<file path="src/sv/imgup_pkg.sv">
`timescale 1ns / 1ps
// ----------------------------------------------------------------------------
// Image upscaler package
// Types, codes and fixed field widths shared by the upscaler modules.
// ----------------------------------------------------------------------------
package imgup_pkg;

	localparam int COORD_W     = 9;
	localparam int PIX_W       = 8;
	localparam int DIM_W       = 7;
	localparam int SCALE_W     = 2;
	localparam int GAIN_W      = 12;
	localparam int FRAC_MAX    = 16;
	localparam int CFG_IDX_W   = 3;
	localparam int CFG_DATA_W  = 12;
	localparam int QUEUE_DEPTH = 4;
	// Width of (width << scale) - 1 at the largest scale.
	localparam int SPAN_W      = DIM_W + (1 << SCALE_W) - 1;

	typedef enum logic {
		OP_LOAD   = 1'b0,
		OP_SAMPLE = 1'b1
	} op_t;

	typedef enum logic [1:0] {
		M_NEAREST   = 2'd0,
		M_BILINEAR  = 2'd1,
		M_QUADRATIC = 2'd2,
		M_BARY      = 2'd3
	} method_t;

	typedef enum logic [CFG_IDX_W-1:0] {
		REG_WIDTH  = 3'd0,
		REG_HEIGHT = 3'd1,
		REG_SCALE  = 3'd2,
		REG_METHOD = 3'd3,
		REG_GAIN   = 3'd4
	} cfg_reg_t;

	typedef enum logic [1:0] {
		F_IDLE,
		F_MAP,
		F_DIV,
		F_EMIT
	} front_state_t;

	typedef enum logic [1:0] {
		B_IDLE,
		B_PREP,
		B_READ,
		B_DRAIN
	} back_state_t;

	typedef struct packed {
		logic               operation;
		logic [COORD_W-1:0] x_pos;
		logic [COORD_W-1:0] y_pos;
		logic [PIX_W-1:0]   pixel;
	} in_word_t;

	typedef struct packed {
		logic [PIX_W-1:0] intensity;
		logic             clipped;
	} out_word_t;

	// Effective configuration, dimensions already limited to 1..MAX.
	typedef struct packed {
		logic [DIM_W-1:0]   width;
		logic [DIM_W-1:0]   height;
		logic [SCALE_W-1:0] scale;
		method_t            method;
		logic [GAIN_W-1:0]  gain;
	} cfg_t;

	// One classified word between the front and the back.
	typedef struct packed {
		op_t                 kind;
		method_t             mth;
		logic [COORD_W-1:0]  xi;
		logic [COORD_W-1:0]  yi;
		logic [FRAC_MAX-1:0] fx;
		logic [FRAC_MAX-1:0] fy;
		logic [PIX_W-1:0]    pixel;
	} entry_t;

endpackage

</file>
<file path="src/sv/imgup_fifo.sv">
`timescale 1ns / 1ps
// ----------------------------------------------------------------------------
// Image upscaler queue
// Short show-ahead queue of classified words between front and back.
// ----------------------------------------------------------------------------
module imgup_fifo (
	input  logic              clk,
	input  logic              arst_n,
	input  logic              push,
	input  imgup_pkg::entry_t push_data,
	output logic              full,
	input  logic              pop,
	output logic              empty,
	output imgup_pkg::entry_t head
);
	import imgup_pkg::*;

	localparam int PTR_W = $clog2(QUEUE_DEPTH);
	localparam int CNT_W = $clog2(QUEUE_DEPTH + 1);

	entry_t           slot_q [QUEUE_DEPTH];
	logic [PTR_W-1:0] wr_q, rd_q;
	logic [CNT_W-1:0] cnt_q;

	assign full  = (cnt_q == CNT_W'(QUEUE_DEPTH));
	assign empty = (cnt_q == '0);
	assign head  = slot_q[rd_q];

	always_ff @(posedge clk or negedge arst_n) begin
		if (!arst_n) begin
			wr_q  <= '0;
			rd_q  <= '0;
			cnt_q <= '0;
		end else begin
			if (push) wr_q <= wr_q + PTR_W'(1);
			if (pop)  rd_q <= rd_q + PTR_W'(1);
			if (push && !pop) begin
				cnt_q <= cnt_q + CNT_W'(1);
			end else if (pop && !push) begin
				cnt_q <= cnt_q - CNT_W'(1);
			end
		end
	end

	always_ff @(posedge clk) begin
		if (push) slot_q[wr_q] <= push_data;
	end

endmodule

</file>
<file path="config.mk">
export PLATFORM = sky130hd
export DESIGN_NAME = imgup_fifo
export DESIGN_NICKNAME = d
export VERILOG_FILES = /design/src/sv/imgup_pkg.sv /design/src/sv/imgup_fifo.sv
export SDC_FILE = /design/constraint.sdc
export NUM_CORES = 1
export LEC_CHECK = 0
export BUFFER_PORTS_ARGS = -buffer_cell sky130_fd_sc_hd__buf_2
export CAP_MARGIN = 20
export CORE_MARGIN = 5
export CORE_UTILIZATION = 51
export DETAILED_ROUTE_END_ITERATION = 10
export PLACE_DENSITY_LB_ADDON = 0.25
export RECOVER_POWER = 25
export SETUP_SLACK_MARGIN = 0.1
export SLEW_MARGIN = 10
export SYNTH_ARGS = -nofsm -noshare
export SYNTH_HDL_FRONTEND = slang
export SYNTH_SLANG_ARGS = --single-unit
</file>
<file path="constraint.sdc">
create_clock -name clk -period 2.4 [get_ports clk]
set_input_delay 0.48 -clock clk [delete_from_list [all_inputs] [get_ports clk]]
set_output_delay 0.48 -clock clk [all_outputs]
set_load 0.005 [all_outputs]
</file>
==> impl_metrics.csv <==
group,metric,value,unit
worst_setup_path,critPathSlowestCell,"sky130_fd_sc_hd__mux4_2",
timing,timing.final.setup_violations,12,
worst_setup_path,worstPathMaxFanout,8,
logic_synthesis,synthesis.instances,353,
die,num_io_pins,128,
timing,clock_skew,0.0103,ns
worst_setup_path,cp_cell_sequence,"buf_8, buf_16, mux4_2, buf_6",
logic_synthesis,syn_area_per_cell,26.3,um2
worst_setup_path,timing.critical_path.required,1.92,ns
final_layout,final_layout_size_suffix_gt1_share,40.7,%
timing,timing_worst_slew_pin_value,0.433,ns
logic_synthesis,yosys_register_bits,251,
timing,relSlewSlack,71.1,%
worst_setup_path,setup_crit_start_kind,"flop",
timing,worst_slack,-0.0292,ns
drt,vias_per_cell,5.46,
worst_setup_path,worst_setup_path_end_kind,"output port",
clock_tree,cts_htree_levels,1,
logic_synthesis,synth.yosys.seq_area_share,80.9,%
timing,fin_crit,2.43,ns
drt,wl_per_cell,22.2,um
global_routing,globalRouteOverflowTotal,0,
placed_design,place.gp.congestion,0.739,
final_layout,post-route-util,63.4,%
clock_tree,clockRootBuffer,"sky130_fd_sc_hd__clkbuf_16",
logic_synthesis,netlist_area,9270,um2
drt,detail_route.wirelength,17100,um
global_routing,grt_start_max_net_pins,39,
final_layout,fin_nets,590,
min_path,hold_path.class,"primary input to flop",
power_and_ir_drop,cellPowerDensity,1250,nW/um2
clock_tree,clk_pin_slew,0.06,ns
final_layout,layout.filler_cells,1225,
timing,final_slew_violations,0,
clock_tree,numCtsBuffers,26,
die,fp-row-count,49,
clock_tree,tritoncts,"built",
status,violations,"setup timing",
timing,fmax,0.412,GHz
die,fp.dieH,145,um
placed_design,post-dp-hpwl,9990,um
global_routing,grt_pass1_vias,4493,
power_and_ir_drop,design_power_total,14.2,mW
drt,detail_route.iter0.violations,177,
global_routing,gr-usage-all-layers,16.4,%
drt,routed-via-count,4195,
die,dieArea,21000,um2
logic_synthesis,net_count_of_the_mapped_netlist,424,
drt,postRouteAntennaNets,0,
placed_design,io_buffers,127,
timing,grt_setup_unrepaired,"true",
power_and_ir_drop,power_leakage,3.89,nW
status,run_status,"finished with violations",
flow_run,max_cap_viol_count,0,
drt,detailedRoute.firstPassIterationCount,6,
worst_setup_path,crit_path_max_incr_delay,0.53,ns
drt,drcViolationCount,0,
worst_setup_path,worst_ep_arrival_time,1.95,ns
timing,timing.final.hold_violations,0,
die,start_util,51.8,%
clock_tree,cts.sink_count,251,
logic_synthesis,synthDistinctLibCells,19,
logic_synthesis,ys.warnings.count,0,
final_layout,growth_of_design_area_from_synthesis_to_finish,22.5,%
worst_setup_path,crit_type,"flop to output port",
power_and_ir_drop,peakVddDrop,0.708,mV
clock_tree,max-clock-path-buffers,3,
clock_tree,clk-insertion-delay-late,0.51,ns
timing,fin_crit_sh,101,%
global_routing,initial_antenna_violation_count,0,
global_routing,wire_length_of_the_first_global_routing_pass,25600,um
die,core,17900,um2
die,die_x,145,um
==> critical path: cells and delay by family (launching register included) <==
| kind | cells | cell delay [ns] |
|---|---|---|
| flops | 1 | 0.47 |
| mux | 1 | 0.53 |
| buf+inv | 3 | 0.44 |
==> layout make-up <==
cell class | instances | area, um2 | area share (%)
Antenna cell | 1 | 2.50 | 0.0220
Clock buffer | 33 | 698 | 6.15
Clock inverter | 14 | 140 | 1.23
Inverter | 4 | 15.0 | 0.132
Multi-Input combinational cell | 84 | 1580 | 13.9
Sequential cell | 251 | 7510 | 66.1
Tap cell | 229 | 287 | 2.52
Timing Repair Buffer | 152 | 1120 | 9.89
==> kinds of logic (layout without fill, tap and decap cells) <==
kind of cell | after synthesis | count (layout) | synth area share, %
adders and majority gates | 6 | 6 | 0.891
AOI/OAI and AO/OA | 1 | 1 | 0.0539
xor gates and xnor gates | 6 | 6 | 0.567
buffers and inverters | 18 | 203 | 1.96
muxes | 62 | 62 | 15.1
and+or+nand+nor | 9 | 9 | 0.526
DFF | 251 | 251 | 80.9
other | 0 | 1 | 0
==> registers in the layout (all words and copies together), names as in the netlist <==
register and cells:
wr_q 2, rd_q 2, cnt_q 3, slot_q 244
==> synth_stat cells <==
| cell type | count | area, um2 |
|---|---|---|
| sky130_fd_sc_hd__edfxtp_1 | 244 | 7330 |
| sky130_fd_sc_hd__mux4_2 | 58 | 1310 |
| sky130_fd_sc_hd__buf_2 | 7 | 35.0 |
| sky130_fd_sc_hd__dfrtp_1 | 7 | 175 |
| sky130_fd_sc_hd__buf_12 | 6 | 120 |
| sky130_fd_sc_hd__ha_1 | 5 | 62.6 |
| sky130_fd_sc_hd__and2_1 | 4 | 25.0 |
| sky130_fd_sc_hd__inv_1 | 4 | 15.0 |
| sky130_fd_sc_hd__xor2_1 | 4 | 35.0 |
| sky130_fd_sc_hd__mux4_1 | 3 | 78.8 |
| sky130_fd_sc_hd__nand2_1 | 2 | 7.51 |
| sky130_fd_sc_hd__xnor2_1 | 2 | 17.5 |
| sky130_fd_sc_hd__buf_6 | 1 | 11.3 |
| sky130_fd_sc_hd__fa_1 | 1 | 20.0 |
| sky130_fd_sc_hd__mux2_2 | 1 | 11.3 |
| sky130_fd_sc_hd__nor2_1 | 1 | 3.75 |
| sky130_fd_sc_hd__nor3_1 | 1 | 5.00 |
| sky130_fd_sc_hd__nor3b_1 | 1 | 7.51 |
| sky130_fd_sc_hd__o21ai_0 | 1 | 5.00 |
==> timing repair <==
item                                    in CTS  in global routing
hold buffers                                 1                  0
gates resized for setup                     20                  7
endpoints found under the setup margin      61                 61
setup buffers                                5                  0
endpoints found under the hold margin        7                  0
gates cloned                                 4                  2
pin swaps                                    0                  0
==> report_power, final <==
group / internal [mW] / switching (mW) / leakage, nW
Combinational: 2.41 / 1.95 / 1.16
Clock: 2.37 / 1.51 / 0.409
Sequential: 5.74 / 0.228 / 2.32
==> cells in the final DEF (no fill, tap or decap), drive strengths merged <==
| cell | n |
|---|---|
| nor3 | 1 |
| nand2 | 2 |
| nor3b | 1 |
| inv | 5 |
| mux2 | 1 |
| clkinv | 10 |
| and2 | 4 |
| diode | 1 |
| xor2 | 4 |
| nor2 | 1 |
| o21ai | 1 |
| dlygate4sd3 | 1 |
| mux4 | 61 |
| fa | 1 |
| clkbuf | 69 |
| ha | 5 |
| buf | 115 |
| xnor2 | 2 |
| edfxtp | 244 |
| bufinv | 3 |
| dfrtp | 7 |
==> through the flow <==
| stage | setup slack (ns) | TNS (ns) | instances | instance area, um2 | hold WS [ns] |
|---|---|---|---|---|---|
| 2_1_floorplan | 0.582 | 0 | 353 | 9270 | 0.184 |
| 3_3_place_gp | 0.461 | 0 | 708 | 10200 | 0.318 |
| 3_5_place_dp | 0.444 | 0 | 708 | 10200 | 0.323 |
| 4_1_cts | -0.0573 | -1.31 | 765 | 11300 | 0.155 |
| 5_1_grt | -0.109 | -3.24 | 767 | 11400 | 0.181 |
| 6_report | -0.0292 | -0.127 | 768 | 11400 | 0.187 |
==> per-layer routing <==
layer | track usage [%] | vias to the layer above | wire length [um]
met1 | 21.0 | 2181 | 6750
met4 | 3.98 | 0 | 376
met3 | 4.57 | 32 | 1310
met2 | 28.0 | 136 | 8630
li1 | - | 1846 | -
met5 | 0 | - | 0
==> worst paths after layout <==
kind | endpoint | depth (start not counted) | from | slack (ns)
worst min register to register | cnt_q[2]$_DFFE_PN0P_ | 1 | cnt_q[2]$_DFFE_PN0P_ | 0.51
worst max register to register | slot_q[2][14]$_DFFE_PP_ | 4 | wr_q[0]$_DFFE_PN0P_ | 0.71
min in group asynchronous | wr_q[1]$_DFFE_PN0P_ | 2 | arst_n | 0.38
worst min-delay path | rd_q[0]$_DFFE_PN0P_ | 2 | pop | 0.19
worst max-delay path | head[13] | 4 | rd_q[0]$_DFFE_PN0P_ | -0.03
max in group asynchronous | rd_q[0]$_DFFE_PN0P_ | 2 | arst_n | 1.85
No activity file was read; power rests on OpenSTA's default activity.
