<file path="src/sv/imgup_pkg.sv">
`timescale 1ns / 1ps
// ----------------------------------------------------------------------------
// Image upscaler package
// Types, codes and fixed field widths shared by the upscaler modules.
// ----------------------------------------------------------------------------
package imgup_pkg;

	localparam int COORD_W     = 9;
	localparam int PIX_W       = 8;
	localparam int DIM_W       = 7;
	localparam int SCALE_W     = 2;
	localparam int GAIN_W      = 12;
	localparam int FRAC_MAX    = 16;
	localparam int CFG_IDX_W   = 3;
	localparam int CFG_DATA_W  = 12;
	localparam int QUEUE_DEPTH = 4;
	// Width of (width << scale) - 1 at the largest scale.
	localparam int SPAN_W      = DIM_W + (1 << SCALE_W) - 1;

	typedef enum logic {
		OP_LOAD   = 1'b0,
		OP_SAMPLE = 1'b1
	} op_t;

	typedef enum logic [1:0] {
		M_NEAREST   = 2'd0,
		M_BILINEAR  = 2'd1,
		M_QUADRATIC = 2'd2,
		M_BARY      = 2'd3
	} method_t;

	typedef enum logic [CFG_IDX_W-1:0] {
		REG_WIDTH  = 3'd0,
		REG_HEIGHT = 3'd1,
		REG_SCALE  = 3'd2,
		REG_METHOD = 3'd3,
		REG_GAIN   = 3'd4
	} cfg_reg_t;

	typedef enum logic [1:0] {
		F_IDLE,
		F_MAP,
		F_DIV,
		F_EMIT
	} front_state_t;

	typedef enum logic [1:0] {
		B_IDLE,
		B_PREP,
		B_READ,
		B_DRAIN
	} back_state_t;

	typedef struct packed {
		logic               operation;
		logic [COORD_W-1:0] x_pos;
		logic [COORD_W-1:0] y_pos;
		logic [PIX_W-1:0]   pixel;
	} in_word_t;

	typedef struct packed {
		logic [PIX_W-1:0] intensity;
		logic             clipped;
	} out_word_t;

	// Effective configuration, dimensions already limited to 1..MAX.
	typedef struct packed {
		logic [DIM_W-1:0]   width;
		logic [DIM_W-1:0]   height;
		logic [SCALE_W-1:0] scale;
		method_t            method;
		logic [GAIN_W-1:0]  gain;
	} cfg_t;

	// One classified word between the front and the back.
	typedef struct packed {
		op_t                 kind;
		method_t             mth;
		logic [COORD_W-1:0]  xi;
		logic [COORD_W-1:0]  yi;
		logic [FRAC_MAX-1:0] fx;
		logic [FRAC_MAX-1:0] fy;
		logic [PIX_W-1:0]    pixel;
	} entry_t;

endpackage

</file>
<file path="src/sv/imgup_div.sv">
`timescale 1ns / 1ps
// ----------------------------------------------------------------------------
// Image upscaler divider
// Restoring divider, one quotient bit per cycle.
// ----------------------------------------------------------------------------
module imgup_div #(
	parameter int NUM_W = 24,
	parameter int DEN_W = 10,
	parameter int QUO_W = 15
) (
	input  logic             clk,
	input  logic             arst_n,
	input  logic             start,
	input  logic [NUM_W-1:0] num,
	input  logic [DEN_W-1:0] den,
	output logic             done,
	output logic [QUO_W-1:0] quo
);
	localparam int CNT_W = $clog2(QUO_W + 1);

	logic             busy_q;
	logic             done_q;
	logic [CNT_W-1:0] cnt_q;
	logic [DEN_W-1:0] rem_q;
	logic [QUO_W-1:0] sh_q;
	logic [DEN_W:0]   trial;
	logic             ge;

	// The quotient is known to fit QUO_W bits, so the upper part of the
	// numerator is already below the divisor and seeds the remainder.
	assign trial = {rem_q, sh_q[QUO_W-1]};
	assign ge    = trial >= {1'b0, den};

	always_ff @(posedge clk or negedge arst_n) begin
		if (!arst_n) begin
			busy_q <= 1'b0;
			done_q <= 1'b0;
			cnt_q  <= '0;
		end else begin
			done_q <= busy_q && (cnt_q == CNT_W'(1));
			if (start) begin
				busy_q <= 1'b1;
				cnt_q  <= CNT_W'(QUO_W);
			end else if (busy_q) begin
				cnt_q <= cnt_q - CNT_W'(1);
				if (cnt_q == CNT_W'(1)) begin
					busy_q <= 1'b0;
				end
			end
		end
	end

	always_ff @(posedge clk) begin
		if (start) begin
			rem_q <= DEN_W'(num >> QUO_W);
			sh_q  <= num[QUO_W-1:0];
		end else if (busy_q) begin
			rem_q <= ge ? DEN_W'(trial - {1'b0, den}) : DEN_W'(trial);
			sh_q  <= {sh_q[QUO_W-2:0], ge};
		end
	end

	assign done = done_q;
	assign quo  = sh_q;

endmodule

</file>
<file path="src/sv/imgup_front.sv">
`timescale 1ns / 1ps
// ----------------------------------------------------------------------------
// Image upscaler front
// Accepts words, clamps sample positions and maps them to source coordinates.
// ----------------------------------------------------------------------------
module imgup_front #(
	parameter int MAX_WIDTH  = 64,
	parameter int MAX_HEIGHT = 64,
	parameter int FRAC_BITS  = 8
) (
	input  logic               clk,
	input  logic               arst_n,
	input  imgup_pkg::cfg_t    cfg,
	input  logic               push,
	output logic               full,
	input  imgup_pkg::in_word_t item,
	output logic               q_push,
	input  logic               q_full,
	output imgup_pkg::entry_t  q_data
);
	import imgup_pkg::*;

	localparam int POS_W = DIM_W + FRAC_BITS;
	localparam int NUM_W = COORD_W + DIM_W + FRAC_BITS;

	front_state_t       state_q, state_d;
	entry_t             ent_q;
	logic [COORD_W-1:0] xc_q, yc_q;
	logic               accept;
	logic               in_store;
	logic               div_start;
	logic               done_x, done_y;
	logic [POS_W-1:0]   pos_x, pos_y;
	logic [SPAN_W-1:0]  lim_x, lim_y;
	logic [COORD_W-1:0] xc, yc;
	logic [NUM_W-1:0]   num_x, num_y;

	assign accept   = push && !full;
	assign in_store = (int'(item.x_pos) < MAX_WIDTH) && (int'(item.y_pos) < MAX_HEIGHT);

	// Last output column and row; also the divisors of the position map.
	assign lim_x = (SPAN_W'(cfg.width) << cfg.scale) - SPAN_W'(1);
	assign lim_y = (SPAN_W'(cfg.height) << cfg.scale) - SPAN_W'(1);
	assign xc    = (SPAN_W'(item.x_pos) > lim_x) ? lim_x[COORD_W-1:0] : item.x_pos;
	assign yc    = (SPAN_W'(item.y_pos) > lim_y) ? lim_y[COORD_W-1:0] : item.y_pos;

	assign num_x = (NUM_W'(xc_q) * NUM_W'(cfg.width - DIM_W'(1))) << FRAC_BITS;
	assign num_y = (NUM_W'(yc_q) * NUM_W'(cfg.height - DIM_W'(1))) << FRAC_BITS;

	imgup_div #(.NUM_W(NUM_W), .DEN_W(SPAN_W), .QUO_W(POS_W)) u_div_x (
		.clk(clk), .arst_n(arst_n), .start(div_start),
		.num(num_x), .den(lim_x), .done(done_x), .quo(pos_x)
	);

	imgup_div #(.NUM_W(NUM_W), .DEN_W(SPAN_W), .QUO_W(POS_W)) u_div_y (
		.clk(clk), .arst_n(arst_n), .start(div_start),
		.num(num_y), .den(lim_y), .done(done_y), .quo(pos_y)
	);

	// Both dividers run in lock step, so they finish in the same cycle.
	always_comb begin
		state_d = state_q;
		unique case (state_q)
			F_IDLE: begin
				if (accept) begin
					if (item.operation == OP_LOAD) begin
						state_d = in_store ? F_EMIT : F_IDLE;
					end else begin
						state_d = (cfg.method == M_NEAREST) ? F_EMIT : F_MAP;
					end
				end
			end
			F_MAP:  state_d = F_DIV;
			F_DIV:  if (done_x && done_y) state_d = F_EMIT;
			F_EMIT: if (!q_full) state_d = F_IDLE;
			default: state_d = F_IDLE;
		endcase
	end

	always_comb begin
		full      = (state_q != F_IDLE);
		div_start = (state_q == F_MAP);
		q_push    = (state_q == F_EMIT) && !q_full;
	end

	always_ff @(posedge clk or negedge arst_n) begin
		if (!arst_n) begin
			state_q <= F_IDLE;
		end else begin
			state_q <= state_d;
		end
	end

	always_ff @(posedge clk) begin
		if (state_q == F_IDLE && accept) begin
			xc_q        <= xc;
			yc_q        <= yc;
			ent_q.mth   <= cfg.method;
			ent_q.pixel <= item.pixel;
			ent_q.fx    <= '0;
			ent_q.fy    <= '0;
			if (item.operation == OP_LOAD) begin
				ent_q.kind <= OP_LOAD;
				ent_q.xi   <= item.x_pos;
				ent_q.yi   <= item.y_pos;
			end else begin
				ent_q.kind <= OP_SAMPLE;
				ent_q.xi   <= xc >> cfg.scale;
				ent_q.yi   <= yc >> cfg.scale;
			end
		end else if (state_q == F_DIV && done_x && done_y) begin
			// A zero divisor means a one-pixel axis at 1x: position 0.
			if (lim_x == '0) begin
				ent_q.xi <= '0;
				ent_q.fx <= '0;
			end else begin
				ent_q.xi <= COORD_W'(pos_x >> FRAC_BITS);
				ent_q.fx <= FRAC_MAX'(pos_x[FRAC_BITS-1:0]);
			end
			if (lim_y == '0) begin
				ent_q.yi <= '0;
				ent_q.fy <= '0;
			end else begin
				ent_q.yi <= COORD_W'(pos_y >> FRAC_BITS);
				ent_q.fy <= FRAC_MAX'(pos_y[FRAC_BITS-1:0]);
			end
		end
	end

	assign q_data = ent_q;

endmodule

</file>
<file path="config.mk">
export PLATFORM = sky130hd
export DESIGN_NAME = imgup_front
export DESIGN_NICKNAME = d
export VERILOG_FILES = /design/src/sv/imgup_pkg.sv /design/src/sv/imgup_div.sv /design/src/sv/imgup_front.sv
export SDC_FILE = /design/constraint.sdc
export NUM_CORES = 1
export LEC_CHECK = 0
export BUFFER_PORTS_ARGS = -buffer_cell sky130_fd_sc_hd__buf_2
export CAP_MARGIN = 20
export CORE_MARGIN = 2
export CORE_UTILIZATION = 66
export DETAILED_ROUTE_END_ITERATION = 10
export GPL_ROUTABILITY_DRIVEN = 0
export GPL_TIMING_DRIVEN = 0
export MAX_ROUTING_LAYER = met4
export PLACE_DENSITY_LB_ADDON = 0.1
export SLEW_MARGIN = 20
export SYNTH_ARGS = -nofsm -noshare
export SYNTH_HDL_FRONTEND = slang
export SYNTH_SLANG_ARGS = --single-unit
</file>
<file path="constraint.sdc">
create_clock -name clk -period 12.11 [get_ports clk]
set_input_delay 2.422 -clock clk [delete_from_list [all_inputs] [get_ports clk]]
set_output_delay 2.422 -clock clk [all_outputs]
set_load 0.03 [all_outputs]
</file>
==> metrics.txt <==
metal3 WL roughly 3000 um; Die H 143 um; final net count approximately 1.8k; Min Hold Slack 0.474 ns; Worst Hold Depth 1; synth unique cells 70; die width 143 um; clk_lat worst skew approximately 0.42 ns; hold crit path type flip-flop to flip-flop; warnings from Yosys 0; drt total wl 33000 um; Seq. cell area 0.00340 mm2; crit-path cells clkbuf_1 > clkbuf_1 > inv_1 > ha_1 > xor2_1 > nand2_1 > fa_1 > fa_1 > inv_1 > fa_1 > inv_1 > fa_1 > inv_1 > ha_1 > o21ai_0 > a21oi_1 > o21ai_0 > a21oi_1 > o211ai_1 > and4b_1 > a211oi_1; Cell Pwr Density 256 mW/mm2; Area Growth Syn to Fin 11.2%; Worst R2R End u_div_x.rem_q[7]; most frequent cells in the layout inv_1 (200), ha_1 (129), nand2_1 (107); P_int between 1.5 and 2 mW; TritonCTS Sinks roughly 130; actual slew at the worst max-slew pin around 1.1 ns; sequential area share after synthesis 26.5%; Place WS 3.44 ns; fraction of layout cells with a size suffix above 1 11.6%; part of the power in registers 21.5%; status completed; largest net degree at the start of global routing 31; row cnt 50; CTS root buffer clkbuf_16; setup violators final 0; IO buf count 89; die area 0.0206 mm2; synthesized cell area 0.0128 mm2; Overflow after GRT 0; multi-input logic area 0.00837 mm2; Mean Syn Cell Area 9.44 um2; sw frac between 40% and 50%; fmax roughly 120 MHz; Bufs on Longest Clock Path 2; flops & latches, synth 127; max_slew headroom 27.0%; Worst path max stage delay 0.60 ns; startpoint types primary input; CP Max Fanout 10; critical path required time 12.30 ns; EDFF count, synth 79; H-tree levels 4; Avg WL per Cell around 19 um; reg2reg path depth 16; Post-synth top flop edfxtp_1; final setup skew approximately 0.01 ns; CP Capture Type flip-flop; post-CTS sizing 0; Final Cycle Share 69.2%; initial antenna violation count 1; reg-to-reg startpoint xc_q[0]; Cells after Synth about 1.4k; Via Count 10.4k; FFs w/ async S/R, synth 11.0%; Switch Pwr between 1.5 and 2 mW; Final min period 8.38 ns; DRT met1 WL between 10000 and 15000 um; ANT nets after route 0; CTS buffer count 17; r2r setup slk a little under 7 ns; fin. max-slew vios 0; RSZ-0062 raised after global routing no; end-of-flow core utilization 75.5%; crit path launch cfg[23]; CTS tree yes; vias in the first global route 10.4k; hold buffer count at cts 0; Slowest-stage cell, CP xor2_1; Final Hold Fails 0; fillers between 1k and 1.5k; peak supply drop between 0.0001 and 0.00015 V; Max-Cap Viols 0; total negative slack 0 ns; first-pass GRT wire length 53200 um; core box area 0.0189 mm2; initial core utilization between 60% and 70%; uppermost layer routed met4; Post-CTS Setup Bufs 0; final setup margin 3.73 ns; Final HPWL DP around 25000 um; Arr. time, crit path roughly 8.6 ns; CP endpoint u_div_x.rem_q[7]; routed wl met2 15000 um; DRC viols 0; Worst-path clk slew 0.06 ns; clock network fraction of total power 14.2%; Iteration-0 DRC Markers 964; I/O pin total 124; gr usage total 34.5%; leading cell type in the layout, fill and taps excluded inv_1; first-pass detailed-route iteration total 6; LEAKAGE between 6 and 7 nW; Comb pwr share approximately 64%; vias per cell approximately 5.9; Setup Crit Path Kind primary input to flip-flop
## power groups by stage
stage               Combinational (mW)  Clock (mW)  Sequential (mW)
CTS                               2.33       0.519            0.778
global route                      2.64       0.535            0.796
global placement                  2.24           0            0.781
detailed placement                2.30           0            0.783
floorplan                         1.69           0            0.782
finish                            2.35       0.518            0.784
## synth_stat cells (12+ instances only)
library cell  instances  area [um2]
inv_1               201         754
ha_1                129        1610
nand2_1             107         402
fa_1                 88        1760
edfxtp_1             79        2370
mux2i_1              70         701
nor2_1               70         263
nor2b_1              59         369
and2_1               56         350
a21oi_1              50         250
o21ai_0              43         215
xnor2_1              39         342
dfxtp_1              34         681
clkbuf_1             31         116
a22o_1               30         263
xor2_1               22         193
nand2b_1             18         113
buf_4                17         128
nand3_1              16        80.1
nor3_1               15        75.1
dfrtp_1              14         350
a21o_1               12        90.1
## logic make-up after synthesis
group	after synthesis	share of synthesized area, %
multiplexers	87	7.60
adder cells (fa/ha/maj)	217	26.3
other	1	0.0292
AND/OR/NAND/NOR	393	15.7
AO/OA/AOI/OAI	208	11.1
XOR/XNOR	61	4.17
buffers and inverters	264	8.60
flip-flops	127	26.5
## final cells by class
class,count,share of cell area [%]
plain buffers,60,2.27
multi-input cells,982,58.7
well taps,260,2.28
flip-flops and latches,127,23.9
diodes,1,0.0176
inverters,204,5.46
repair buffers,89,3.12
clock buffers,22,3.63
clock inverters,10,0.597
## how the worst min path moves through the flow
| stage | endpoint | slack, ns | start |
|---|---|---|---|
| final | q_data[8] | 0.47 | q_data[8] |
| after global routing | q_data[14] | 0.49 | q_data[14] |
| after CTS | q_data[28] | 0.48 | q_data[28] |
| after detailed placement | q_data[28] | 0.45 | q_data[28] |
| after global placement | q_data[29] | 0.46 | q_data[29] |
| after floorplan | u_div_x.done | 0.45 | u_div_x.cnt_q[3] |
## stage by stage
step | power, mW | cells | instance area (um2)
3_3_place_gp | 3.02 | 1722 | 13700
6_report | 3.65 | 1755 | 14300
5_1_grt | 3.97 | 1755 | 14300
3_5_place_dp | 3.08 | 1722 | 13700
4_1_cts | 3.63 | 1754 | 14300
2_1_floorplan | 2.47 | 1373 | 12900
## registers in the layout, indices dropped and copies added, names as in the netlist, 2 cells and up
name / cells
xc_q: 9
state_q: 2
u_div_y.cnt_q: 4
u_div_x.rem_q: 10
u_div_y.quo: 15
u_div_x.quo: 15
yc_q: 9
q_data: 45
u_div_y.rem_q: 10
u_div_x.cnt_q: 4
## routing by layer
metal / GRT usage [%] / vias up
li1: - / 4813
met1: 47.8 / 4992
met2: 52.6 / 527
met3: 5.70 / 65
met4: 10.8 / 0
met5: - / -
## worst max-delay path: cells and delay by family
family                     cells  cell delay, ns
buffers and inverters          6            1.29
AOI/OAI and AO/OA              6            1.21
adders and majority gates      6            2.66
xor gates and xnor gates       1            0.60
and+or+nand+nor                2            0.37
Note: power is estimated with default switching activity, not from simulation.
